===== src/sv/asgr_pkg.sv =====
// ----------------------------------------------------------------------------
// ANSI SGR text attribute parser package
// Shared types, byte codes and SGR decode for the log-line attribute parser.
// ----------------------------------------------------------------------------
package asgr_pkg;

    localparam int MAX_PARAMS = 16;
    localparam int PCOUNT_W   = $clog2(MAX_PARAMS + 1);

    localparam logic [9:0] PARAM_SAT = 10'd1023;
    localparam logic [9:0] COL_RESET = 10'd80;

    localparam logic [7:0] ESC_BYTE   = 8'h1B;
    localparam logic [7:0] CSI_BYTE   = 8'h5B;
    localparam logic [7:0] SEMI_BYTE  = 8'h3B;
    localparam logic [7:0] TAB_BYTE   = 8'h09;
    localparam logic [7:0] SPACE_BYTE = 8'h20;
    localparam logic [7:0] FINAL_MIN  = 8'h40;
    localparam logic [7:0] DIGIT_ZERO = 8'h30;
    localparam logic [7:0] DIGIT_NINE = 8'h39;

    localparam logic [9:0] SGR_RESET        = 10'd0;
    localparam logic [9:0] SGR_BOLD         = 10'd1;
    localparam logic [9:0] SGR_DIM          = 10'd2;
    localparam logic [9:0] SGR_UNDERLINE    = 10'd4;
    localparam logic [9:0] SGR_NORMAL_INT   = 10'd22;
    localparam logic [9:0] SGR_FG_FIRST     = 10'd30;
    localparam logic [9:0] SGR_FG_LAST      = 10'd37;
    localparam logic [9:0] SGR_FG_BASE      = 10'd39;
    localparam logic [9:0] SGR_BRIGHT_FIRST = 10'd90;
    localparam logic [9:0] SGR_BRIGHT_LAST  = 10'd97;

    localparam logic [3:0] COLOUR_ANSI_BASE = 4'd2;

    typedef enum logic [2:0] {
        MODE_NORMAL = 3'b001,
        MODE_ESC    = 3'b010,
        MODE_SGR    = 3'b100
    } mode_t;

    typedef struct packed {
        logic       bold;
        logic       dim;
        logic       underline;
        logic [3:0] colour;
    } attr_t;

    typedef struct packed {
        logic [7:0] data;
        logic       line_start;
        logic       error_line;
    } item_t;

    typedef struct packed {
        logic [31:0] bytes;
        logic [2:0]  length;
        logic [9:0]  column;
        attr_t       attr;
    } glyph_t;

    function automatic attr_t plain_line_attr(input logic err);
        attr_t a;
        a.bold      = 1'b0;
        a.dim       = 1'b0;
        a.underline = 1'b0;
        a.colour    = {3'b000, err};
        return a;
    endfunction

    function automatic attr_t apply_code(input attr_t a, input logic err,
                                         input logic [9:0] code);
        attr_t r;
        r = a;
        unique case (code) inside
            SGR_RESET:      r = plain_line_attr(err);
            SGR_BOLD:       r.bold = 1'b1;
            SGR_DIM:        r.dim = 1'b1;
            SGR_UNDERLINE:  r.underline = 1'b1;
            SGR_NORMAL_INT:
            begin
                r.bold = 1'b0;
                r.dim  = 1'b0;
            end
            [SGR_FG_FIRST:SGR_FG_LAST]:
                r.colour = COLOUR_ANSI_BASE + {1'b0, 3'(code - SGR_FG_FIRST)};
            SGR_FG_BASE:    r.colour = {3'b000, err};
            [SGR_BRIGHT_FIRST:SGR_BRIGHT_LAST]:
            begin
                r.colour = COLOUR_ANSI_BASE + {1'b0, 3'(code - SGR_BRIGHT_FIRST)};
                r.bold   = 1'b1;
            end
            default:        r = a;
        endcase
        return r;
    endfunction

endpackage


===== src/sv/ansi_sgr_text_attribute_parser.sv =====
// ----------------------------------------------------------------------------
// ANSI SGR text attribute parser
// Turns log-line bytes into glyph requests with column and attributes.
//
// Input channel: data_byte, line_start, error_line with in_valid / in_stall.
// Output channel: one glyph request per printable byte, tab or complete
// UTF-8 sequence, with out_valid / out_stall. Escape sequences, control
// bytes and bytes past max_columns produce nothing.
// Configuration: cfg_we writes cfg_wdata into max_columns; write only
// while no byte is in flight.
// Each byte waits in the input register, is decoded combinationally by the
// core, and its glyph is loaded into the result register when it is taken.
// Throughput: one byte per cycle while the result register is free, as the
// core updates its state for each byte taken.
// Reset: parser returns to text mode, attributes clear, colour default,
// max_columns 80, no request held.
// When the receiver stalls, the result register holds its glyph and the
// input register holds one byte; in_stall rises once both are full.
// ----------------------------------------------------------------------------
module ansi_sgr_text_attribute_parser
(
    input  logic        clk,
    input  logic        rst_n,
    input  logic        in_valid,
    output logic        in_stall,
    input  logic [7:0]  data_byte,
    input  logic        line_start,
    input  logic        error_line,
    input  logic        cfg_we,
    input  logic [9:0]  cfg_wdata,
    output logic        out_valid,
    input  logic        out_stall,
    output logic [31:0] glyph_bytes,
    output logic [2:0]  glyph_length,
    output logic [9:0]  column,
    output logic        bold_on,
    output logic        dim_on,
    output logic        underline_on,
    output logic [3:0]  colour_select
);
    import asgr_pkg::*;

    logic [9:0] max_columns_reg;
    item_t      item_in;
    item_t      item;
    logic       item_valid;
    logic       free;
    logic       fire;
    logic       res_valid;
    glyph_t     res;
    glyph_t     glyph;

    assign item_in.data       = data_byte;
    assign item_in.line_start = line_start;
    assign item_in.error_line = error_line;
    assign fire               = item_valid && free;

    always_ff @(posedge clk or negedge rst_n)
    begin
        if (!rst_n)
        begin
            max_columns_reg <= COL_RESET;
        end
        else if (cfg_we)
        begin
            max_columns_reg <= cfg_wdata;
        end
    end

    asgr_in_stage u_in_stage
    (
        .clk      (clk),
        .rst_n    (rst_n),
        .in_valid (in_valid),
        .in_stall (in_stall),
        .item_in  (item_in),
        .advance  (fire),
        .valid    (item_valid),
        .item     (item)
    );

    asgr_core u_core
    (
        .clk         (clk),
        .rst_n       (rst_n),
        .fire        (fire),
        .item        (item),
        .max_columns (max_columns_reg),
        .res_valid   (res_valid),
        .res         (res)
    );

    asgr_out_stage u_out_stage
    (
        .clk       (clk),
        .rst_n     (rst_n),
        .load      (fire),
        .res_valid (res_valid),
        .res       (res),
        .free      (free),
        .out_valid (out_valid),
        .out_stall (out_stall),
        .glyph     (glyph)
    );

    assign glyph_bytes   = glyph.bytes;
    assign glyph_length  = glyph.length;
    assign column        = glyph.column;
    assign bold_on       = glyph.attr.bold;
    assign dim_on        = glyph.attr.dim;
    assign underline_on  = glyph.attr.underline;
    assign colour_select = glyph.attr.colour;

endmodule


===== src/sv/asgr_in_stage.sv =====
// ----------------------------------------------------------------------------
// ANSI SGR parser input register
// Holds one byte request until the core takes it.
// ----------------------------------------------------------------------------
module asgr_in_stage
(
    input  logic            clk,
    input  logic            rst_n,
    input  logic            in_valid,
    output logic            in_stall,
    input  asgr_pkg::item_t item_in,
    input  logic            advance,
    output logic            valid,
    output asgr_pkg::item_t item
);
    import asgr_pkg::*;

    logic  valid_reg;
    logic  valid_next;
    item_t item_reg;
    logic  load;

    assign in_stall   = valid_reg && !advance;
    assign load       = in_valid && !in_stall;
    assign valid_next = load ? 1'b1 : (advance ? 1'b0 : valid_reg);
    assign valid      = valid_reg;
    assign item       = item_reg;

    always_ff @(posedge clk or negedge rst_n)
    begin
        if (!rst_n)
        begin
            valid_reg <= 1'b0;
        end
        else
        begin
            valid_reg <= valid_next;
        end
    end

    always_ff @(posedge clk)
    begin
        if (load)
        begin
            item_reg <= item_in;
        end
    end

endmodule


===== src/sv/asgr_core.sv =====
// ----------------------------------------------------------------------------
// ANSI SGR parser core
// Parser state, SGR parameter collection, UTF-8 assembly and glyph output.
// ----------------------------------------------------------------------------
module asgr_core
(
    input  logic             clk,
    input  logic             rst_n,
    input  logic             fire,
    input  asgr_pkg::item_t  item,
    input  logic [9:0]       max_columns,
    output logic             res_valid,
    output asgr_pkg::glyph_t res
);
    import asgr_pkg::*;

    typedef struct packed {
        mode_t                mode;
        logic [1:0]           utf_rem;
        logic [31:0]          gbuf;
        logic [2:0]           gcnt;
        logic [9:0]           col;
        attr_t                attr;
        logic                 base_err;
        logic [9:0]           pval;
        logic                 ppres;
        logic [PCOUNT_W-1:0]  pcount;
    } state_t;

    state_t      state_reg;
    state_t      state_next;
    state_t      cur;
    logic [13:0] digit_sum;
    logic [31:0] lane;
    logic        text;
    logic        push_ok;

    always_comb
    begin
        cur = state_reg;
        if (item.line_start)
        begin
            cur.mode     = MODE_NORMAL;
            cur.utf_rem  = 2'd0;
            cur.gbuf     = 32'h0;
            cur.gcnt     = 3'd0;
            cur.col      = 10'd0;
            cur.attr     = plain_line_attr(item.error_line);
            cur.base_err = item.error_line;
            cur.pval     = 10'd0;
            cur.ppres    = 1'b0;
            cur.pcount   = '0;
        end

        state_next = cur;
        res_valid  = 1'b0;
        res.bytes  = {24'h0, item.data};
        res.length = 3'd1;
        res.column = cur.col;
        res.attr   = cur.attr;

        digit_sum = 14'(cur.pval) * 14'd10 + 14'(item.data[3:0]);
        lane      = 32'(item.data) << {cur.gcnt[1:0], 3'b000};
        push_ok   = cur.pcount < PCOUNT_W'(MAX_PARAMS);
        text      = 1'b0;

        if (cur.col < max_columns)
        begin
            if (cur.utf_rem != 2'd0)
            begin
                state_next.gbuf    = cur.gbuf | lane;
                state_next.gcnt    = cur.gcnt + 3'd1;
                state_next.utf_rem = cur.utf_rem - 2'd1;
                if (cur.utf_rem == 2'd1)
                begin
                    res_valid       = 1'b1;
                    res.bytes       = cur.gbuf | lane;
                    res.length      = cur.gcnt + 3'd1;
                    state_next.gbuf = 32'h0;
                    state_next.gcnt = 3'd0;
                    state_next.col  = cur.col + 10'd1;
                end
            end
            else
            begin
                unique case (cur.mode)
                    MODE_SGR:
                    begin
                        if (item.data < FINAL_MIN)
                        begin
                            if (item.data >= DIGIT_ZERO && item.data <= DIGIT_NINE)
                            begin
                                state_next.pval  = (digit_sum > 14'(PARAM_SAT))
                                                   ? PARAM_SAT : digit_sum[9:0];
                                state_next.ppres = 1'b1;
                            end
                            else if (item.data == SEMI_BYTE)
                            begin
                                if (push_ok)
                                begin
                                    state_next.attr   = apply_code(cur.attr, cur.base_err,
                                                        cur.ppres ? cur.pval : SGR_RESET);
                                    state_next.pcount = cur.pcount + PCOUNT_W'(1);
                                end
                                state_next.pval  = 10'd0;
                                state_next.ppres = 1'b0;
                            end
                        end
                        else
                        begin
                            if (cur.ppres && push_ok)
                            begin
                                state_next.attr = apply_code(cur.attr, cur.base_err,
                                                             cur.pval);
                            end
                            state_next.pval   = 10'd0;
                            state_next.ppres  = 1'b0;
                            state_next.pcount = '0;
                            state_next.mode   = MODE_NORMAL;
                        end
                    end
                    MODE_ESC:
                    begin
                        if (item.data == CSI_BYTE)
                        begin
                            state_next.mode   = MODE_SGR;
                            state_next.pval   = 10'd0;
                            state_next.ppres  = 1'b0;
                            state_next.pcount = '0;
                        end
                        else
                        begin
                            text = 1'b1;
                        end
                    end
                    MODE_NORMAL: text = 1'b1;
                    default:     text = 1'b1;
                endcase

                if (text)
                begin
                    state_next.mode = MODE_NORMAL;
                    if (item.data == ESC_BYTE)
                    begin
                        state_next.mode = MODE_ESC;
                    end
                    else if (item.data[7])
                    begin
                        if (item.data[7:5] == 3'b110)
                        begin
                            state_next.gbuf    = 32'(item.data);
                            state_next.gcnt    = 3'd1;
                            state_next.utf_rem = 2'd1;
                        end
                        else if (item.data[7:4] == 4'b1110)
                        begin
                            state_next.gbuf    = 32'(item.data);
                            state_next.gcnt    = 3'd1;
                            state_next.utf_rem = 2'd2;
                        end
                        else if (item.data[7:3] == 5'b11110)
                        begin
                            state_next.gbuf    = 32'(item.data);
                            state_next.gcnt    = 3'd1;
                            state_next.utf_rem = 2'd3;
                        end
                    end
                    else if (item.data >= SPACE_BYTE || item.data == TAB_BYTE)
                    begin
                        res_valid      = 1'b1;
                        state_next.col = cur.col + 10'd1;
                    end
                end
            end
        end
    end

    always_ff @(posedge clk or negedge rst_n)
    begin
        if (!rst_n)
        begin
            state_reg <= '{mode: MODE_NORMAL, default: '0};
        end
        else if (fire)
        begin
            state_reg <= state_next;
        end
    end

    a_utf_in_text: assert property (@(posedge clk) disable iff (!rst_n)
        state_reg.utf_rem != 2'd0 |-> state_reg.mode == MODE_NORMAL)
        else $error("UTF-8 assembly outside text mode");

    a_pcount_bound: assert property (@(posedge clk) disable iff (!rst_n)
        state_reg.pcount <= PCOUNT_W'(MAX_PARAMS))
        else $error("parameter count beyond limit");

    a_utf_len: assert property (@(posedge clk) disable iff (!rst_n)
        state_reg.utf_rem != 2'd0 |->
            (state_reg.gcnt != 3'd0) &&
            (4'(state_reg.gcnt) + 4'(state_reg.utf_rem) <= 4'd4))
        else $error("UTF-8 sequence length out of range");

    a_col_limit: assert property (@(posedge clk) disable iff (!rst_n)
        fire && res_valid |-> res.column < max_columns)
        else $error("glyph beyond column limit");

endmodule


===== src/sv/asgr_out_stage.sv =====
// ----------------------------------------------------------------------------
// ANSI SGR parser result register
// Holds one glyph request until the receiver takes it.
// ----------------------------------------------------------------------------
module asgr_out_stage
(
    input  logic             clk,
    input  logic             rst_n,
    input  logic             load,
    input  logic             res_valid,
    input  asgr_pkg::glyph_t res,
    output logic             free,
    output logic             out_valid,
    input  logic             out_stall,
    output asgr_pkg::glyph_t glyph
);
    import asgr_pkg::*;

    logic   valid_reg;
    logic   valid_next;
    glyph_t glyph_reg;

    assign free       = !valid_reg || !out_stall;
    assign valid_next = load ? res_valid : (valid_reg && out_stall);
    assign out_valid  = valid_reg;
    assign glyph      = glyph_reg;

    always_ff @(posedge clk or negedge rst_n)
    begin
        if (!rst_n)
        begin
            valid_reg <= 1'b0;
        end
        else
        begin
            valid_reg <= valid_next;
        end
    end

    always_ff @(posedge clk)
    begin
        if (load && res_valid)
        begin
            glyph_reg <= res;
        end
    end

endmodule

===== config.mk =====
export PLATFORM = sky130hd
export DESIGN_NAME = ansi_sgr_text_attribute_parser
export DESIGN_NICKNAME = d
export VERILOG_FILES = /design/src/sv/asgr_pkg.sv /design/src/sv/ansi_sgr_text_attribute_parser.sv /design/src/sv/asgr_in_stage.sv /design/src/sv/asgr_core.sv /design/src/sv/asgr_out_stage.sv
export SDC_FILE = /design/constraint.sdc
export NUM_CORES = 1
export LEC_CHECK = 0
export BUFFER_PORTS_ARGS = -buffer_cell sky130_fd_sc_hd__buf_2
export CAP_MARGIN = 20
export CORE_AREA = 4 4 188 190
export CTS_BUF_LIST = sky130_fd_sc_hd__clkbuf_8
export DETAILED_ROUTE_END_ITERATION = 16
export DIE_AREA = 0 0 192 194
export MAX_ROUTING_LAYER = met4
export PLACE_DENSITY_LB_ADDON = 0.3
export SKIP_CTS_REPAIR_TIMING = 1
export SYNTH_ARGS = -nofsm -noshare
export SYNTH_HDL_FRONTEND = slang
export SYNTH_SLANG_ARGS = --single-unit

===== constraint.sdc =====
create_clock -name clk -period 9.7 [get_ports clk]
set_clock_uncertainty 0.15 [all_clocks]
set_input_delay 2.91 -clock clk [delete_from_list [all_inputs] [get_ports clk]]
set_output_delay 2.91 -clock clk [all_outputs]
set_load 0.005 [all_outputs]

==> results.cfg, run 1 <==
[status]
status = finished clean

[final_layout]
syn_to_final_growth_pct = 14.99
nets = 962
drive_gt1_share_pct = 15.82
fill_cells = 3504
stdcell_count = 1374
largest_register_ffs = 74

[synthesis]
synth-edff-count = 62
synth_most_common_cell = nor2_1
yosys_warnings = 0
yosysSeqAreaShare_pct = 48.15
synth_cell_types = 73
synth_ff_type = dfrtp_1
synthCells = 852
netlist_top_cells_count = 86 x nor2_1, 83 x dfrtp_1, 78 x nand2_1, 62 x edfxtp_1, 44 x clkbuf_1
synth-seq-cells = 148
netlist.area_leader.share_pct = 24.89
syn_area_sq_um = 8344
synthTopCellsByArea = dfrtp_1 25%, edfxtp_1 22%, ha_1 3.9%
synthArstFlopShare_pct = 58.11
synthesis.nets = 904
synth_largest_area_cell = dfrtp_1
synth.avg_cell_area_sq_um = 9.794

[clocking]
insertion_delay_ps = 470
cts_tree = yes
clkTransAtPathRegs_ps = 80
cts_max_path_buffers = 2
cts.sinks = 148
cts_made_buffers = 17
root_buffer = clkbuf_8
htree_num_levels = 4

[pwr]
p_sw_share_pct = 33.14
p_per_area_nw_per_um2 = 174.4
p_total_w = 0.001673
p_leak_nw = 3.885
combPwrFrac_pct = 22.3
pwr-share-clk_pct = 28.8
power.internal_w = 0.001119
max-vdd-ir-drop_mv = 0.07056
p_sw_w = 0.0005545
p_seq_share_pct = 48.9

[worst_hold_path]
holdCritPathClass = reg2reg

[critical_path]
worstPathMaxFanout = 3
arrival_ps = 3260
critPathLaunchType = primary input
worst_r2r_path_depth = 11
crit_chain = buf_2 -> nand3_1 -> inv_1 -> buf_2
cp.depth = 4
path_buf_inv = 3
worstReg2RegStart = u_in_stage.item[1]$_DFFE_PP_
cpMaxStageDelayCell = buf_2
startpoint = out_stall
cpMostUsedCell = buf_2
r2r_slack_ps = 4510
r2r-end = u_out_stage.glyph[36]$_SDFFCE_PN0P_
crit_required_ps = 6640
setup.worst_path.class = in2out
endpoint = in_stall
critPathMaxStageDelay_ps = 120
path_delay_family = buffers and inverters
cp-end-kind = output pin

[floorplan]
core_sq_um = 33450
die_w_microns = 192
start_util_pct = 24.95
die_h_microns = 194
dieArea_sq_um = 37250
rows = 67
io_pins = 79

[sta]
slew_headroom_pct = 28.27
slew_viol_final = 0
min_period_ps = 6324
hold_violations = 0
max_freq_mhz = 158.1
rsz0062_at_grt = no
setup_viol = 0
fin_tns_setup_ps = 0
fin_crit_sh_pct = 65.20
worst_pin_slew_ps = 1068

[placement]
hpwl_microns = 16470
numPlacedInstances = 1339
gp_congestion = 0.8434
io_buffers = 78

[job]
cap_violations = 0

[global_routing]
grt_max_degree = 52
grt_pass1_wl_microns = 38510
overflow = 0
antenna_found_initial = 3
grt_usage_pct = 13.16
first_global_vias = 6903

[routing]
viasPerCell = 5.017
ant_nets = 0
routed_wl_microns = 23700
drc = 0
dr_total_vias = 6894
drt_pass1_iterations = 5
first_iter_violations = 568
wire_per_inst_microns = 17.25
-- worst reg2reg max path, stage by stage, from the launching register on --
cell	delay, ps
edfxtp_1	900
buf_4	550
nor2b_1	190
ha_1	310
a21o_1	180
a21o_1	190
a21oi_1	150
buf_4	230
o21ai_0	140
nand2b_1	290
nor3_2	880
buf_4	600
-- power by group through the flow --
stage	Clock, W	Combinational (W)	Sequential [W]
after floorplan	0	0.000233	0.000815
after global placement	0	0.000376	0.000831
after detailed placement	0	0.000378	0.000832
after CTS	0.000497	0.000380	0.000819
after global routing	0.000523	0.000415	0.000830
final	0.000482	0.000372	0.000818
-- cell type report --
cell class | count | area (sq um) | share of cell area, %
tap | 448 | 560.5 | 5.842
inverter | 30 | 115.1 | 1.200
clock inverter | 14 | 138.9 | 1.447
clock buffer | 18 | 247.7 | 2.582
timing repair buffer | 94 | 513.0 | 5.346
multi-input combinational | 619 | 3995 | 41.64
antenna | 3 | 7.507 | 0.07824
sequential | 148 | 4018 | 41.87
-- per-layer routing --
metal,global-route usage [%],vias up,routed length (microns)
met1,17.19,3399,10900
met2,20.32,185,11310
met3,3.061,30,1103
met4,4.068,0,378
li1,-,3280,-
met5,-,-,0
-- how the worst min path moves through the flow --
stage	end	slack (ps)	start	depth (start not counted)
2_1_floorplan	u_core.state_reg[16]$_DFFE_PN0P_	290	u_core.state_reg[16]$_DFFE_PN0P_	2
3_3_place_gp	u_core.state_reg[16]$_DFFE_PN0P_	310	u_core.state_reg[16]$_DFFE_PN0P_	2
3_5_place_dp	u_core.state_reg[16]$_DFFE_PN0P_	330	u_core.state_reg[16]$_DFFE_PN0P_	2
4_1_cts	u_core.state_reg[71]$_DFFE_PN1P_	340	u_core.state_reg[71]$_DFFE_PN1P_	2
5_1_grt	u_core.state_reg[71]$_DFFE_PN1P_	360	u_core.state_reg[71]$_DFFE_PN1P_	2
6_report	u_core.state_reg[37]$_DFFE_PN0P_	340	u_core.state_reg[37]$_DFFE_PN0P_	1
-- cell usage in the layout (no fill, tap or decap), drive strengths merged, types with 17 or more instances in the layout --
cell,synthesis,final
o31ai,17,17
a22o,37,37
clkbuf,44,18
edfxtp,62,62
inv,30,33
nand2,78,78
a22oi,27,27
dfrtp,83,83
buf,11,94
nor3,22,22
nand3,27,27
o21ai,39,39
ha,26,26
a21oi,21,21
nor2b,36,36
nor2,86,86
-- per-stage QoR --
| stage | setup slack, ps | cell area, sq um | utilization, % | hold WS (ps) |
|---|---|---|---|---|
| after global placement | 3370 | 9201 | 27.51 | 314.3 |
| final | 3376 | 9595 | 28.69 | 344.1 |
| after global routing | 3325 | 9595 | 28.69 | 355.7 |
| after CTS | 3370 | 9588 | 28.66 | 343.8 |
| after detailed placement | 3372 | 9201 | 27.51 | 327.2 |
| after floorplan | 2130 | 8344 | - | 291.8 |
-- kinds of logic after synthesis --
family          synth area share (%)
simple gates                   19.63
compound gates                 20.68
flops                          48.15
buf+inv                        4.034
fa+ha+maj                      4.258
xor+xnor                       2.624
mux                           0.6298
No activity file was read; power rests on OpenSTA's default activity.
==> run 2, diff against run 1 <==
Clock period 9.7 ns to 5.73 ns, I/O delays scaled along.
==> run 2 against run 1 <==
Critical path depth increased by 8. Power increased by 69%. Die area unchanged. Non-clock buffer count unchanged. Clock power increased by 67%. Routed wire length increased by 2.8%. Sequential share of layout area about the same. Hold slack got worse by 4.2 ps. Critical path type is now reg2reg. Highest routed layer unchanged.
==> results.cfg, run 2 (synthesis results as in run 1) <==
[pwr]
p_leak_nw = 3.872
p_total_w = 0.002833
pwr-share-clk_pct = 28.4
power.internal_w = 0.001881
combPwrFrac_pct = 22.6
max-vdd-ir-drop_mv = 0.1031
p_sw_w = 0.0009520
p_sw_share_pct = 33.60
p_per_area_nw_per_um2 = 294.9
p_seq_share_pct = 49.0

[floorplan]
die_w_microns = 192
core_sq_um = 33450
dieArea_sq_um = 37250
rows = 67
start_util_pct = 24.95
die_h_microns = 194
io_pins = 79

[clocking]
htree_num_levels = 4
cts_max_path_buffers = 2
cts.sinks = 148
insertion_delay_ps = 470
cts_made_buffers = 17
root_buffer = clkbuf_8
clkTransAtPathRegs_ps = 90
cts_tree = yes

[sta]
fin_tns_setup_ps = 0
slew_headroom_pct = 26.86
fin_crit_sh_pct = 77.22
setup_viol = 0
max_freq_mhz = 226.0
slew_viol_final = 0
min_period_ps = 4425
rsz0062_at_grt = no
worst_slack_ps = 1305
worst_pin_slew_ps = 1095
hold_violations = 0

[job]
cap_violations = 0

[final_layout]
nets = 962
fill_cells = 3578
drive_gt1_share_pct = 15.82
seq_area_sq_um = 4018
final_cell_mix = 86 x nor2_1, 83 x dfrtp_1, 78 x nand2_1, 78 x buf_2, 62 x edfxtp_1
syn_to_final_growth_pct = 15.13
multi_input_area_sq_um = 4006
final_common_cell = nor2_1
largest_register_ffs = 74

[routing]
drt_pass1_iterations = 5
routed_wl_microns = 24350
drc = 0
ant_nets = 0
dr_total_vias = 6900
viasPerCell = 5.022
first_iter_violations = 346
wire_per_inst_microns = 17.72

[global_routing]
grt_usage_pct = 13.53
grt_max_degree = 58
first_global_vias = 6938
grt_pass1_wl_microns = 39300
overflow = 0
antenna_found_initial = 3

[worst_hold_path]
holdCritPathClass = reg2reg

[placement]
gp_congestion = 0.8818
place_ws_ps = 1371
hpwl_microns = 16930
io_buffers = 78

[critical_path]
setup.worst_path.class = reg2reg
arrival_ps = 4640
worstPathMaxFanout = 20
crit_required_ps = 5940
cp-end-kind = register
critPathLaunchType = register

[status]
status = finished clean
==> run 2: power by group through the flow <==
| stage | combinational, W | sequential, W | clock [W] |
|---|---|---|---|
| final | 0.000642 | 0.00139 | 0.000804 |
| after detailed placement | 0.000646 | 0.00141 | 0 |
| after floorplan | 0.000397 | 0.00137 | 0 |
| after CTS | 0.000648 | 0.00139 | 0.000829 |
| after global routing | 0.000710 | 0.00141 | 0.000873 |
| after global placement | 0.000645 | 0.00141 | 0 |
==> run 2: worst paths after layout <==
path | from | end | slack [ps] | depth (start not counted)
min in group asynchronous | rst_n | u_core.state_reg[18]$_DFFE_PN0P_ | 1170 | 1
min reg2reg | u_core.state_reg[71]$_DFFE_PN1P_ | u_core.state_reg[71]$_DFFE_PN1P_ | 340 | 2
min | u_core.state_reg[71]$_DFFE_PN1P_ | u_core.state_reg[71]$_DFFE_PN1P_ | 340 | 2
max in group asynchronous | rst_n | u_core.state_reg[71]$_DFFE_PN1P_ | 3250 | 2
max | u_in_stage.item[1]$_DFFE_PP_ | u_core.state_reg[15]$_DFFE_PN0P_ | 1310 | 12
max reg2reg | u_in_stage.item[1]$_DFFE_PP_ | u_core.state_reg[15]$_DFFE_PN0P_ | 1310 | 12
==> run 2: per-layer routing <==
| layer | share of wire, % | up-vias | track usage (%) |
|---|---|---|---|
| li1 | - | 3275 | - |
| met1 | 46 | 3420 | 17.57 |
| met2 | 48 | 181 | 21.26 |
| met3 | 5.0 | 24 | 2.665 |
| met4 | 1.6 | 0 | 4.385 |
| met5 | 0 | - | - |
==> run 2: stage by stage <==
step	utilization [%]	std cells	instance area, sq um	hold slack [ps]
floorplan	-	852	8349	291.8
global placement	27.56	1338	9218	320.2
detailed placement	27.56	1338	9218	320.5
CTS	28.68	1370	9594	335.6
global route	28.72	1374	9607	369.5
finish	28.72	1374	9607	339.9
==> run 2: area by class of cell <==
type                            instances  area share (%)
Sequential cell                       148           41.82
Multi-Input combinational cell        619           41.70
Tap cell                              448           5.835
Timing Repair Buffer                   94           5.444
Clock buffer                           17           2.436
Clock inverter                         15           1.485
Inverter                               30           1.198
Antenna cell                            3         0.07815
==> run 2: worst max-delay path: stages (launching register included) <==
cell and delay, ps:
edfxtp_1 740, buf_4 360, nor2b_2 350, nand2_1 160
inv_1 80, ha_1 230, a211oi_1 350, nor2_1 110
or4b_4 570, or4_1 480, a211o_1 430, o21ai_1 190
a21oi_1 80
==> run 3, diff against run 2 <==
Clock period 5.73 ns to 4.52 ns, I/O delays scaled along.
==> run 3 against run 2 <==
Die area unchanged. Worst setup slack worse by 750 ps. Cell count up 1.2%. Routed wire length up 0.53%. Largest cell class unchanged. Largest power group unchanged.
==> results.cfg, run 3 (synthesis results as in run 1) <==
[final_layout]
syn_to_final_growth_pct = 17.26
design_area_sq_um = 9784
nets = 977
stdcell_count = 1391
drive_gt1_share_pct = 17.06
final_common_cell = nor2_1
final_cell_mix = 86 x nor2_1, 83 x dfrtp_1, 78 x nand2_1, 78 x buf_2, 62 x edfxtp_1
largest_register_ffs = 74

[global_routing]
grt_use_met1_pct = 17.48
grt_max_degree = 54
first_global_vias = 6936
grt_busiest_layer = met2
grt_pass1_wl_microns = 39410
grt_usage_pct = 13.56
grtUsageMet2_pct = 21.47
use_met3_pct = 3.061
overflow = 0
antenna_found_initial = 5

[clocking]
cts_tree = yes
clkTransAtPathRegs_ps = 90
cts_made_buffers = 17
insertion_delay_ps = 470
cts.sinks = 148
cts_max_path_buffers = 2
htree_num_levels = 4
root_buffer = clkbuf_8

[critical_path]
path_delay_family = simple AND/OR/NAND/NOR gates
critPathMaxStageDelay_ps = 540
path_buf_inv = 1
critPathLaunchType = register
setup.worst_path.class = reg2reg
cpMaxStageDelayCell = edfxtp_1
cp-end-kind = register
arrival_ps = 4180
crit_chain = nor2b_1 -> and2_1 -> ha_1 -> inv_1 -> fa_1 -> xnor2_1 -> nand2_1 -> or4b_4 -> or4_1 -> a211o_1 -> o21ai_1 -> a21oi_1
crit_required_ps = 4730
worstPathMaxFanout = 9

[sta]
fin_tns_setup_ps = 0
worst_pin_slew_ps = 884.1
setup_viol = 0
rsz0062_at_grt = no
min_period_ps = 3964
slew_viol_final = 0
max_freq_mhz = 252.3
hold_violations = 0
worst_slack_ps = 556.1
slew_headroom_pct = 40.61
fin_crit_sh_pct = 87.70

[placement]
place_ws_ps = 469.9
placed_area_sq_um = 9341
numPlacedInstances = 1353
gp_congestion = 0.8518
io_buffers = 78
hpwl_microns = 17240

[routing]
first_iter_violations = 415
drt_pass1_iterations = 5
wire_per_inst_microns = 17.60
ant_nets = 0
drc = 0
viasPerCell = 4.948
dr_total_vias = 6882
routed_wl_microns = 24480

[worst_hold_path]
holdCritPathClass = reg2reg

[floorplan]
start_util_pct = 24.95
dieArea_sq_um = 37250
io_pins = 79
rows = 67
die_w_microns = 192
core_sq_um = 33450
die_h_microns = 194

[pwr]
max-vdd-ir-drop_mv = 0.1677
p_per_area_nw_per_um2 = 381.0
p_leak_nw = 4.002
p_total_w = 0.003728

[status]
status = finished clean

[job]
cap_violations = 0
run 3: changes by cell type in the layout (fill, tap and decap cells not counted), sizes merged:
cell | previous run | this run
bufinv | 2 | 4
inv | 33 | 36
clkinvlp | 7 | 1
buf | 94 | 109
diode | 3 | 5
clkinv | 3 | 4
run 3: path summary, 6_finish.rpt:
kind                                                   from                               end  slack [ps]  cells past startpoint
max reg2reg                    u_in_stage.item[1]$_DFFE_PP_  u_core.state_reg[15]$_DFFE_PN0P_         560                     12
min in group asynchronous                             rst_n   u_core.state_reg[0]$_DFFE_PN0P_         730                      1
max                            u_in_stage.item[1]$_DFFE_PP_  u_core.state_reg[15]$_DFFE_PN0P_         560                     12
max in group asynchronous                             rst_n  u_core.state_reg[71]$_DFFE_PN1P_        2660                      2
min                        u_core.state_reg[23]$_DFFE_PN0P_  u_core.state_reg[23]$_DFFE_PN0P_         340                      2
min reg2reg                u_core.state_reg[23]$_DFFE_PN0P_  u_core.state_reg[23]$_DFFE_PN0P_         340                      2
run 3: per-layer routing:
metal / vias to the layer above / routed length [microns]
li1: 3308 / -
met1: 3365 / 11340
met2: 185 / 11720
met3: 24 / 1121
met4: 0 / 293
met5: - / 0
run 3: stage by stage:
stage | hold slack (ps) | util (%)
floorplan | 291.8 | -
global placement | 309.0 | 27.93
detailed placement | 315.0 | 27.93
CTS | 343.0 | 29.20
global route | 354.1 | 29.25
finish | 338.5 | 29.25
run 3: layout make-up:
class	instances	area, sq um
Fill cell	3524	23660
Sequential cell	148	4018
Multi-Input combinational cell	619	4005
Timing Repair Buffer	109	648.1
Tap cell	448	560.5
Clock buffer	17	234.0
Clock inverter	15	191.4
Inverter	30	115.1
Antenna cell	5	12.51
run 3: worst min-delay path: stages (launching register included):
cell	delay, ps
dfrtp_1	340
nand3_1	60
nand2_1	50
run 3: where the power goes:
part | total, W | switching (W) | internal (W) | leakage, nW
combinational | 0.000842 | 0.000546 | 0.000296 | 2.03
sequential | 0.00175 | 0.000125 | 0.00162 | 1.75
clock | 0.00114 | 0.000540 | 0.000598 | 0.226
